$ cat config.mk
export PLATFORM = sky130hd
export DESIGN_NAME = ibd_neg_log_likelihood_unit
export DESIGN_NICKNAME = d
export VERILOG_FILES = /design/src/rtl/ibd_nll_pkg.sv /design/src/rtl/ibd_neg_log_likelihood_unit.sv
export SDC_FILE = /design/constraint.sdc
export NUM_CORES = 2
export LEC_CHECK = 0
export ABC_CLOCK_PERIOD_IN_PS = 13600
export BUFFER_PORTS_ARGS = -buffer_cell sky130_fd_sc_hd__buf_2
export CORE_ASPECT_RATIO = 1.75
export CORE_MARGIN = 4
export CORE_UTILIZATION = 35
export DETAILED_ROUTE_END_ITERATION = 16
export PLACE_DENSITY = 0.5
export RECOVER_POWER = 100
export REMOVE_ABC_BUFFERS = 1
export SLEW_MARGIN = 5
export SYNTH_ARGS = -nofsm -noshare
export SYNTH_HDL_FRONTEND = slang
export SYNTH_SLANG_ARGS = --single-unit
export TNS_END_PERCENT = 30
$ cat constraint.sdc
create_clock -name aclk -period 13.6 [get_ports aclk]
set_input_delay 1.36 -clock aclk [delete_from_list [all_inputs] [get_ports aclk]]
set_output_delay 1.36 -clock aclk [all_outputs]
set_load 0.01 [all_outputs]
$ cat src/rtl/ibd_nll_pkg.sv
// constants, register indexes and state type of the negative log likelihood unit
// no dependencies; used by the top level and its checker
package ibd_nll_pkg;

    localparam int OUT_W       = 48;
    localparam int OUT_FRAC    = 16;
    localparam logic [OUT_W-1:0] SENTINEL = OUT_W'(100000) << OUT_FRAC;

    localparam int FRAC_ROUNDS = 20;
    localparam int MANT_FRAC   = 30;
    localparam int MANT_W      = MANT_FRAC + 1;
    localparam int DIGIT_W     = 3;
    localparam int MC_W        = 32;
    localparam int ACC_W       = 36;
    localparam int SQ_DIGITS   = MANT_FRAC / DIGIT_W;
    localparam int DIFF_W      = 27;
    localparam int LN_DIGITS   = DIFF_W / DIGIT_W;
    localparam int LN_SHIFT    = 36 - LN_DIGITS * DIGIT_W;
    localparam int DCNT_W      = 4;
    localparam int RND_W       = 5;

    localparam logic [MC_W-1:0]  LN2_Q32  = 32'd2977044472;
    localparam logic [ACC_W-1:0] LN_ROUND = ACC_W'(1) << (LN_DIGITS * DIGIT_W + LN_SHIFT - 1);

    typedef logic [0:0] cfg_idx_t;
    localparam cfg_idx_t REG_WEIGHT_IBD1 = 1'b0;
    localparam cfg_idx_t REG_WEIGHT_IBD2 = 1'b1;

    typedef enum logic [2:0] {
        ST_IDLE,
        ST_WSUM,
        ST_CHECK,
        ST_NORM,
        ST_SQUARE,
        ST_SCALE,
        ST_ACCUM,
        ST_FINISH
    } nll_state_t;

endpackage

$ cat src/rtl/ibd_neg_log_likelihood_unit.sv
// negative log likelihood of a kinship hypothesis over a stream of snp items
// depends on ibd_nll_pkg
//
// One item per SNP enters on the s_axis side; after the item marked tlast one result leaves
// on the m_axis side with the Q32.16 total, or the sentinel 100000.0 with tuser set when the
// weights are invalid, 4*k2*k0 >= k1^2, a zero weighted sum was seen or the total saturated.
// Items are worked one at a time. The weighted sum takes one weight bit per cycle. A masked
// item, or one whose sum is zero or at least 1.0, holds s_axis_tready low only through the
// weighted sum, the check and the finish state. Any other item adds a normalizing shift of
// one bit per cycle and the 3-bit-per-cycle serial multiplier, which runs 20 squaring rounds
// of 11 steps and a 9-step scale by ln 2, then an accumulate step. A finished result is held
// in an output register while the next item is taken; a tlast item whose result is ready
// waits until the previous result has been read.
module ibd_neg_log_likelihood_unit #(
    parameter int PROB_BITS   = 24,
    parameter int WEIGHT_BITS = 16,
    parameter int SUM_BITS    = 48
) (
    input  logic                                  aclk,
    input  logic                                  aresetn,
    input  logic                                  cfg_wr_en,
    input  ibd_nll_pkg::cfg_idx_t                 cfg_addr,
    input  logic [WEIGHT_BITS:0]                  cfg_wdata,
    input  logic                                  s_axis_tvalid,
    output logic                                  s_axis_tready,
    // prob_ibd0, prob_ibd1, prob_ibd2, zero fill
    input  logic [((3*(PROB_BITS+1)+7)/8)*8-1:0]  s_axis_tdata,
    // masked
    input  logic                                  s_axis_tuser,
    input  logic                                  s_axis_tlast,
    output logic                                  m_axis_tvalid,
    input  logic                                  m_axis_tready,
    // neg_log_likelihood
    output logic [ibd_nll_pkg::OUT_W-1:0]         m_axis_tdata,
    // penalized
    output logic                                  m_axis_tuser
);
    import ibd_nll_pkg::*;

    localparam int PW     = PROB_BITS + 1;
    localparam int KW     = WEIGHT_BITS + 1;
    localparam int FB     = PROB_BITS + WEIGHT_BITS;
    localparam int SW     = FB + 4;
    localparam int KK     = 2 * KW;
    localparam int ZW     = $clog2(FB + 1);
    localparam int WCNT_W = $clog2(KW);
    localparam logic [KW-1:0] K_ONE = {1'b1, {WEIGHT_BITS{1'b0}}};

    nll_state_t state_reg, state_next;

    logic [KW-1:0]       weight1_reg, weight2_reg;
    logic [PW-1:0]       p0_reg, p0_next, p1_reg, p1_next, p2_reg, p2_next;
    logic                masked_reg, masked_next, last_reg, last_next;
    logic [KW-1:0]       k1_reg, k1_next, k2_reg, k2_next;
    logic                k0neg_reg, k0neg_next;
    logic [KW-1:0]       ks0_reg, ks0_next, ks1_reg, ks1_next, ks2_reg, ks2_next;
    logic [SW-1:0]       s_reg, s_next;
    logic [KK-1:0]       c_reg, c_next, d_reg, d_next;
    logic [WCNT_W-1:0]   wcnt_reg, wcnt_next;
    logic [FB-1:0]       norm_reg, norm_next;
    logic [ZW-1:0]       z_reg, z_next;
    logic [MC_W-1:0]     mc_reg, mc_next, mp_reg, mp_next;
    logic [ACC_W-1:0]    acc_reg, acc_next;
    logic [DCNT_W-1:0]   dcnt_reg, dcnt_next;
    logic [RND_W-1:0]    rnd_reg, rnd_next;
    logic [FRAC_ROUNDS-1:0] f_reg, f_next;
    logic [SUM_BITS-1:0] sum_reg, sum_next;
    logic                inf_reg, inf_next;
    logic [OUT_W-1:0]    out_data_reg, out_data_next;
    logic                out_pen_reg, out_pen_next;
    logic                m_valid_reg, m_valid_next;

    logic [MC_W+DIGIT_W-1:0] mul_prod;
    logic [ACC_W-1:0]        mul_sum, mul_shift;
    logic [FB+MANT_FRAC-1:0] norm_ext;
    logic [MANT_W-1:0]       mant;
    logic [KW:0]             k_sum;
    logic [MC_W-1:0]         sq_prod;
    logic                    sq_fbit;
    logic [MANT_W-1:0]       sq_mant;
    logic [FRAC_ROUNDS-1:0]  f_new;
    logic [DIFF_W-1:0]       diff;
    logic [ACC_W-LN_SHIFT-1:0] add_val;
    logic [SUM_BITS:0]       sum_ext;
    logic [OUT_W+SUM_BITS-1:0] sum_wide;
    logic                    pen;

    // serial multiplier: one 3-bit digit of mp per cycle
    assign mul_prod  = {{DIGIT_W{1'b0}}, mc_reg} * {{MC_W{1'b0}}, mp_reg[DIGIT_W-1:0]};
    assign mul_sum   = acc_reg + ACC_W'(mul_prod);
    assign mul_shift = mul_sum >> DIGIT_W;

    assign norm_ext = {norm_reg, {MANT_FRAC{1'b0}}};
    assign mant     = norm_ext[FB+MANT_FRAC-1 -: MANT_W];

    assign sq_prod  = mul_sum[MC_W-1:0];
    assign sq_fbit  = sq_prod[MC_W-1];
    assign sq_mant  = sq_fbit ? sq_prod[MC_W-1:1] : sq_prod[MC_W-2:0];
    assign f_new    = {f_reg[FRAC_ROUNDS-2:0], sq_fbit};
    assign diff     = ((DIFF_W'(z_reg) + DIFF_W'(1)) << FRAC_ROUNDS) - DIFF_W'(f_new);

    assign add_val  = acc_reg[ACC_W-1:LN_SHIFT];
    assign sum_ext  = {1'b0, sum_reg} + (SUM_BITS+1)'(add_val);
    assign sum_wide = {{OUT_W{1'b0}}, sum_reg};

    assign k_sum    = {1'b0, weight1_reg} + {1'b0, weight2_reg};

    assign pen = k0neg_reg || (k1_reg > K_ONE) || (k2_reg > K_ONE)
              || ({c_reg, 2'b00} >= {2'b00, d_reg})
              || inf_reg || (sum_reg == {SUM_BITS{1'b1}});

    assign s_axis_tready = (state_reg == ST_IDLE);
    assign m_axis_tvalid = m_valid_reg;
    assign m_axis_tdata  = out_data_reg;
    assign m_axis_tuser  = out_pen_reg;

    always_ff @(posedge aclk) begin
        if (!aresetn) begin
            weight1_reg <= '0;
            weight2_reg <= '0;
        end else if (cfg_wr_en) begin
            case (cfg_addr)
                REG_WEIGHT_IBD1: weight1_reg <= cfg_wdata;
                REG_WEIGHT_IBD2: weight2_reg <= cfg_wdata;
                default: ;
            endcase
        end
    end

    always_ff @(posedge aclk) begin
        if (!aresetn) begin
            state_reg   <= ST_IDLE;
            sum_reg     <= '0;
            inf_reg     <= 1'b0;
            m_valid_reg <= 1'b0;
        end else begin
            state_reg   <= state_next;
            sum_reg     <= sum_next;
            inf_reg     <= inf_next;
            m_valid_reg <= m_valid_next;
        end
    end

    always_ff @(posedge aclk) begin
        p0_reg       <= p0_next;
        p1_reg       <= p1_next;
        p2_reg       <= p2_next;
        masked_reg   <= masked_next;
        last_reg     <= last_next;
        k1_reg       <= k1_next;
        k2_reg       <= k2_next;
        k0neg_reg    <= k0neg_next;
        ks0_reg      <= ks0_next;
        ks1_reg      <= ks1_next;
        ks2_reg      <= ks2_next;
        s_reg        <= s_next;
        c_reg        <= c_next;
        d_reg        <= d_next;
        wcnt_reg     <= wcnt_next;
        norm_reg     <= norm_next;
        z_reg        <= z_next;
        mc_reg       <= mc_next;
        mp_reg       <= mp_next;
        acc_reg      <= acc_next;
        dcnt_reg     <= dcnt_next;
        rnd_reg      <= rnd_next;
        f_reg        <= f_next;
        out_data_reg <= out_data_next;
        out_pen_reg  <= out_pen_next;
    end

    always_comb begin
        state_next    = state_reg;
        p0_next       = p0_reg;
        p1_next       = p1_reg;
        p2_next       = p2_reg;
        masked_next   = masked_reg;
        last_next     = last_reg;
        k1_next       = k1_reg;
        k2_next       = k2_reg;
        k0neg_next    = k0neg_reg;
        ks0_next      = ks0_reg;
        ks1_next      = ks1_reg;
        ks2_next      = ks2_reg;
        s_next        = s_reg;
        c_next        = c_reg;
        d_next        = d_reg;
        wcnt_next     = wcnt_reg;
        norm_next     = norm_reg;
        z_next        = z_reg;
        mc_next       = mc_reg;
        mp_next       = mp_reg;
        acc_next      = acc_reg;
        dcnt_next     = dcnt_reg;
        rnd_next      = rnd_reg;
        f_next        = f_reg;
        sum_next      = sum_reg;
        inf_next      = inf_reg;
        out_data_next = out_data_reg;
        out_pen_next  = out_pen_reg;
        m_valid_next  = m_valid_reg;

        if (m_valid_reg && m_axis_tready) begin
            m_valid_next = 1'b0;
        end

        case (state_reg)
            ST_IDLE: begin
                if (s_axis_tvalid) begin
                    p0_next     = s_axis_tdata[PW-1:0];
                    p1_next     = s_axis_tdata[2*PW-1:PW];
                    p2_next     = s_axis_tdata[3*PW-1:2*PW];
                    masked_next = s_axis_tuser;
                    last_next   = s_axis_tlast;
                    k1_next     = weight1_reg;
                    k2_next     = weight2_reg;
                    k0neg_next  = k_sum > {1'b0, K_ONE};
                    ks0_next    = (k_sum > {1'b0, K_ONE}) ? '0 : KW'({1'b0, K_ONE} - k_sum);
                    ks1_next    = weight1_reg;
                    ks2_next    = weight2_reg;
                    s_next      = '0;
                    c_next      = '0;
                    d_next      = '0;
                    wcnt_next   = '0;
                    state_next  = ST_WSUM;
                end
            end
            ST_WSUM: begin
                // msb-first shift-add over the weight bits
                s_next = (s_reg << 1)
                       + (ks0_reg[KW-1] ? SW'(p0_reg) : '0)
                       + (ks1_reg[KW-1] ? SW'(p1_reg) : '0)
                       + (ks2_reg[KW-1] ? SW'(p2_reg) : '0);
                c_next = (c_reg << 1) + (ks0_reg[KW-1] ? KK'(k2_reg) : '0);
                d_next = (d_reg << 1) + (ks1_reg[KW-1] ? KK'(k1_reg) : '0);
                ks0_next  = ks0_reg << 1;
                ks1_next  = ks1_reg << 1;
                ks2_next  = ks2_reg << 1;
                wcnt_next = wcnt_reg + WCNT_W'(1);
                if (wcnt_reg == WCNT_W'(KW - 1)) begin
                    state_next = ST_CHECK;
                end
            end
            ST_CHECK: begin
                if (masked_reg) begin
                    state_next = ST_FINISH;
                end else if (s_reg == '0) begin
                    inf_next   = 1'b1;
                    state_next = ST_FINISH;
                end else if (s_reg[SW-1:FB] != '0) begin
                    state_next = ST_FINISH;
                end else begin
                    norm_next  = s_reg[FB-1:0];
                    z_next     = '0;
                    state_next = ST_NORM;
                end
            end
            ST_NORM: begin
                if (norm_reg[FB-1]) begin
                    mc_next    = MC_W'(mant);
                    mp_next    = MC_W'(mant);
                    acc_next   = '0;
                    dcnt_next  = '0;
                    rnd_next   = '0;
                    f_next     = '0;
                    state_next = ST_SQUARE;
                end else begin
                    norm_next = norm_reg << 1;
                    z_next    = z_reg + ZW'(1);
                end
            end
            ST_SQUARE: begin
                if (dcnt_reg == DCNT_W'(SQ_DIGITS)) begin
                    // top mantissa bit, no shift: product is m*m >> 30
                    f_next    = f_new;
                    rnd_next  = rnd_reg + RND_W'(1);
                    dcnt_next = '0;
                    if (rnd_reg == RND_W'(FRAC_ROUNDS - 1)) begin
                        mc_next    = LN2_Q32;
                        mp_next    = MC_W'(diff);
                        acc_next   = LN_ROUND;
                        state_next = ST_SCALE;
                    end else begin
                        mc_next  = MC_W'(sq_mant);
                        mp_next  = MC_W'(sq_mant);
                        acc_next = '0;
                    end
                end else begin
                    acc_next  = mul_shift;
                    mp_next   = mp_reg >> DIGIT_W;
                    dcnt_next = dcnt_reg + DCNT_W'(1);
                end
            end
            ST_SCALE: begin
                acc_next  = mul_shift;
                mp_next   = mp_reg >> DIGIT_W;
                dcnt_next = dcnt_reg + DCNT_W'(1);
                if (dcnt_reg == DCNT_W'(LN_DIGITS - 1)) begin
                    state_next = ST_ACCUM;
                end
            end
            ST_ACCUM: begin
                sum_next   = sum_ext[SUM_BITS] ? {SUM_BITS{1'b1}} : sum_ext[SUM_BITS-1:0];
                state_next = ST_FINISH;
            end
            ST_FINISH: begin
                if (!last_reg) begin
                    state_next = ST_IDLE;
                end else if (!m_valid_reg || m_axis_tready) begin
                    out_data_next = pen ? SENTINEL : sum_wide[OUT_W-1:0];
                    out_pen_next  = pen;
                    m_valid_next  = 1'b1;
                    sum_next      = '0;
                    inf_next      = 1'b0;
                    state_next    = ST_IDLE;
                end
            end
            default: begin
                state_next = ST_IDLE;
            end
        endcase
    end

endmodule

Word-level counts from Yosys, hierarchy flattened. Index checks and enable logic that the tools add are counted. W data, S select, Z words.

$add $sub $neg: 15. Multiply operators: 1. $lt $le $gt $ge: 4. Equal/unequal tests: 26. Mux-type cells: 75. Bitwise gates (word level): 1. Reduce and logical (&&, ||, !) cells: 29.

Operators with widths (count): $mux W40 (4); $mux W48 (3); $pmux W34 S2 (2); $add A44 B25 Y44 (3); $mux W32 (4); $mux W36 (3); $pmux W36 S3 (1); $mux W17 (6); $pmux W17 S2 (3); $pmux W32 S3 (1); $pmux W48 S2 (1); $pmux W44 S2 (1); $pmux W40 S2 (1); $mux W25 (3); $add A34 B17 Y34 (2); $pmux W32 S2 (1); $mux W31 (2); $add A48 B27 Y49 (1); $eq A48 B48 Y1 const B (1); $logic_not A44 Y1 (1); $mux W44 (1); $mux W19 (2); $pmux W19 S2 (1); $add A36 B35 Y36 (1); 42 further kinds (102).

Register bits: 590. Bits of input ports: 105. Output and inout bits: 51.

Longest topological paths before layout.
Depth after elaboration: 6. Depth in mapped cells: 25. Depth with buffers taken out: 22.

Least setup slack after synthesis. OpenSTA, ideal clock, no wires.

Path type: input-to-reg. Start: input s_axis_tvalid. End: register c_reg[0], enable pin. Arrival time: 6.313 ns. Required time: 13.143 ns. Slack: 6.830 ns. Stages: 2. Buffers on the path: 0. Path through: and2_1 or2_2.

Cells in the longest elaborated chain, start to end: 2.

RTL lines: from (decl) (line ibd_neg_log_likelihood_unit.sv:24) `input logic s_axis_tvalid,`; $ne A2 B2 Y1 (no source line); $reduce_and A2 Y1 (no source line); to (signal assigned) (line ibd_neg_log_likelihood_unit.sv:157) `c_reg <= c_next;`; to (decl) (line ibd_neg_log_likelihood_unit.sv:58) `logic [KK-1:0] c_reg, c_next, d_reg, d_next;`.

No other way between the ends. A chain may end at the register's enable or synchronous reset.

Final worst setup path.
Start: register state_reg[2]. End: register d_reg[29], enable pin.

Cells in the longest elaborated chain, start to end: 3.

RTL lines: from (decl) (line ibd_neg_log_likelihood_unit.sv:49) `nll_state_t state_reg, state_next;`; from (signal assigned) (line ibd_neg_log_likelihood_unit.sv:137) `state_reg <= state_next;`; $eq A3 B1 Y1 / $logic_not A3 Y1 (equally long branches) (line ibd_neg_log_likelihood_unit.sv:207) `case (state_reg)`; $reduce_bool A2 Y1 (no source line) / $ne A2 B2 Y1 (equally long branches); $reduce_and A2 Y1 (no source line) *; to (signal assigned) (line ibd_neg_log_likelihood_unit.sv:158) `d_reg <= d_next;`; to (decl) (line ibd_neg_log_likelihood_unit.sv:58).

Every way passes the cells marked *; elsewhere a longest branch is shown, timed or not.

==> implementation parameters <==
Parameter                              Value

Global route
  Antenna violations before repair ... 1
  Fraction of met2 tracks used by global routing ... 0.340
  Via count of the first global-routing pass ... 27000
  Global-route congestion overflow total ... 0
  Global routing met1 resource utilization ... 0.184
  Global-route wire length before repair ... 150 mm
  Largest net degree at the start of global routing ... 85
  Met3 usage in global routing ... 0.0184
  Total Routing Usage GR ... 0.173
  Busiest layer in global routing ... met2

Finish
  Combined area of the multi-input logic cells ... 18000 sq um
  Number of nets at the end of the flow ... 4065
  Synthesis-to-layout area growth ... 11.2%
  Antenna Cells ... 0
  Fraction of layout instances using a drive strength above 1 ... 0.0603
  Filler cell count ... 10200
  Seq. cell area ... 16800 sq um

Detailed routing
  Final routed DRC violation total ... 0
  TritonRoute pass-1 iters ... 5
  Via count ... 25900
  DR iter-0 viols ... 1223
  Via/cell ratio ... 5.14
  Antenna Nets Post-Route ... 0
  Post-detailed-route wirelength per cell ... 18.7 um
  WL final ... 94.5 mm

Critical path
  Max stage delay on crit path ... 2.64 ns
  Reg2reg path depth ... 6
  Worst endpoint data arrival time ... 9.45 ns
  Worst Path Class, Setup ... reg2reg
  CP most frequent cell ... sky130_fd_sc_hd__clkbuf_1
  Critical path capture point type ... flop
  CP Cell Sequence ... nor3_1 -> clkbuf_1 -> and2_0 -> or2_0 -> clkbuf_1 -> buf_4
  CP max-delay cell ... sky130_fd_sc_hd__clkbuf_1
  Data required, critical path ... 13.87 ns
  Max FO, Critical Path ... 64
  Nature of the critical path startpoint ... flop

STA
  Total negative slack for setup checks ... 0 ns
  Setup violators final ... 0
  Setup skew after layout ... 0.0303 ns
  Actual slew at the worst max-slew pin ... 4.23 ns
  Fin. Hold Viols ... 0
  Highest achievable clock rate ... 0.109 GHz
  Setup repair after global routing missed its margin ... false
  Shortest clock period the worst path allows after layout ... 9.18 ns
  Period Utilization, post-route ... 0.675
  Max Transition Viols Final ... 880
  Worst relative slew slack ... -1.82

Logic synthesis
  Post-synthesis instance area ... 36100 sq um
  Flops & latches, synth ... 587
  Simple-gate share of the synthesized area ... 0.197
  Post-synthesis compound-gate area fraction ... 0.124
  Number of distinct library cell variants in the gate-level netlist after synthesis ... 96
  Synth top area share ... 0.416
  Leading cell type by number of instances after synthesis ... sky130_fd_sc_hd__edfxtp_1
  Async set or reset register ratio after synthesis ... 0
  Post-Synthesis Cells ... 3555
  Count of synthesis-stage warnings from yosys ... 0
  Top cells by area, synth ... sky130_fd_sc_hd__edfxtp_1 (42%), sky130_fd_sc_hd__fa_1 (6.4%), sky130_fd_sc_hd__ha_1 (6.2%), sky130_fd_sc_hd__and2_1 (4.9%), sky130_fd_sc_hd__dfxtp_1 (4.8%)
  Number of synthesized flops with an enable pin ... 500
  Main combinational cell family by area after synthesis ... simple AND/OR/NAND/NOR gates
  Leading register cell type out of synthesis ... sky130_fd_sc_hd__edfxtp_1
  Post-synthesis sequential area ratio ... 0.464
  Cell taking the most area after synthesis ... sky130_fd_sc_hd__edfxtp_1
  Adder-cell area share of the yosys netlist ... 0.127
  Share of cell area taken by muxes after synthesis ... 0.00312
  Post-Synthesis Mean Instance Area ... 10.2 sq um
  Area share of xor/xnor cells in the synthesized design ... 0.0473
  Top cells by instance count after synthesis ... sky130_fd_sc_hd__edfxtp_1 (500), sky130_fd_sc_hd__nand2_1 (426), sky130_fd_sc_hd__and2_1 (283)

CTS
  Hold bufs inserted after CTS ... 0
  Number of post-CTS setup repair buffers ... 0
  Clock tree from TritonCTS ... built
  Cell chosen for the clock root ... sky130_fd_sc_hd__clkbuf_16
  Count of H-tree levels built during CTS ... 2
  Clock latency reported for the late side of the worst-skew pair ... 0.66 ns
  Number of buffers created by CTS ... 59
  Number of clock sinks ... 587
  Deepest clock path buffer count ... 3
  Clk slew on worst S/H paths ... 0.07 ns
  Post_cts resized ... 0

Die
  Height of the chip ... 433 um
  Number of placement rows ... 155
  Initial cell density of the core ... 0.353
  Core outline area ... 102000 sq um
  Floorplan die area ... 109000 sq um
  Die Wd ... 251 um
  Count of pins on the block boundary ... 156

Power and ir drop
  Clock share of power ... 0.180
  Switching portion of total power ... 0.426
  Cell internal pwr ... 0.00561 W
  Power density of the placed cells ... 243 nW/um^2
  Combinational share of power ... 0.500
  Total design power ... 0.00978 W
  Maximum vdd ir drop ... 145 uV
  Leakage power ... 15.7 nW
  Switching Power ... 0.00417 W
  Part of the power in registers ... 0.320

Run status
  Status ... finished, violations left
  Violated checks ... max-capacitance violations, max-slew violations

Run
  Max-cap violations ... 17

Min path
  Number of stages on the worst hold path ... 1
  Class of the tightest hold or removal check ... reg2reg

Placement
  Total half-perimeter wirelength after legalization and detailed placement ... 71.1 mm
  I/O Buffers ... 150
  Final RePlAce weighted congestion ... 0.828
## critical path, delay by kind of cell, from the launching register on
kind	cells	cell delay, ns
AND/OR/NAND/NOR	3	4.25
buffers and inverters	3	3.96
flip-flops	1	0.44
## path summary, 6_finish.rpt
check                                          startpoint                        to  slack [ns]
worst min register to register   sum_reg[42]$_SDFFE_PN0P_  sum_reg[42]$_SDFFE_PN0P_        0.47
worst min-delay path             sum_reg[42]$_SDFFE_PN0P_  sum_reg[42]$_SDFFE_PN0P_        0.47
worst max-delay path            state_reg[2]$_SDFFE_PN0P_   d_reg[29]$_SDFFCE_PN0P_        4.42
worst max register to register  state_reg[2]$_SDFFE_PN0P_   d_reg[29]$_SDFFCE_PN0P_        4.42
## cells by family after synthesis
kind of cell | after synthesis
AO/OA/AOI/OAI | 687
XOR/XNOR | 195
adder cells (fa/ha/maj) | 296
buffers and inverters | 355
flip-flops | 587
multiplexers | 11
AND/OR/NAND/NOR | 1424
## layer usage
| layer | wire (um) | share of wire | up-vias |
|---|---|---|---|
| li1 | - | - | 12800 |
| met1 | 35900 | 0.38 | 12500 |
| met2 | 51600 | 0.55 | 400 |
| met3 | 2450 | 0.026 | 180 |
| met4 | 4530 | 0.048 | 2 |
| met5 | 11 | 0.00012 | - |
## stage by stage
stage	setup WS, ns	area, sq um	hold slack, ns	util	cells
floorplan	6.82	35600	0.432	-	3412
global placement	6.29	38300	0.446	0.375	4937
detailed placement	6.26	38300	0.455	0.375	4937
CTS	6.26	40400	0.472	0.395	5047
global route	3.41	40200	0.509	0.393	5047
finish	4.42	40200	0.468	0.393	5047
## cells in the final DEF, fill, tap and decap left out, types with 81 or more instances in the layout
cell                       instances
sky130_fd_sc_hd__and2_1          221
sky130_fd_sc_hd__clkbuf_1        103
sky130_fd_sc_hd__a21oi_1         116
sky130_fd_sc_hd__edfxtp_1        500
sky130_fd_sc_hd__buf_2            82
sky130_fd_sc_hd__o21ai_0         215
sky130_fd_sc_hd__nand2_1         425
sky130_fd_sc_hd__nand3_1          81
sky130_fd_sc_hd__inv_1           211
sky130_fd_sc_hd__xor2_1           88
sky130_fd_sc_hd__dfxtp_1          87
sky130_fd_sc_hd__ha_1            180
sky130_fd_sc_hd__fa_1            116
sky130_fd_sc_hd__xnor2_1         106
sky130_fd_sc_hd__nor2_1          271
## power groups by stage
stage               Sequential (W)  Clock (W)  Combinational (W)
CTS                        0.00310    0.00182            0.00498
floorplan                  0.00301          0            0.00364
global placement           0.00313          0            0.00491
global route               0.00320    0.00187            0.00559
finish                     0.00313    0.00176            0.00489
detailed placement         0.00313          0            0.00494
## layout make-up
cell class	count	share of cell area
clock inverter	33	0.00994
timing repair buffer	191	0.0219
inverter	212	0.0198
multi-input combinational	2613	0.448
clock buffer	77	0.0413
tap	1334	0.0416
sequential	587	0.417
No activity file was read; power rests on OpenSTA's default activity.
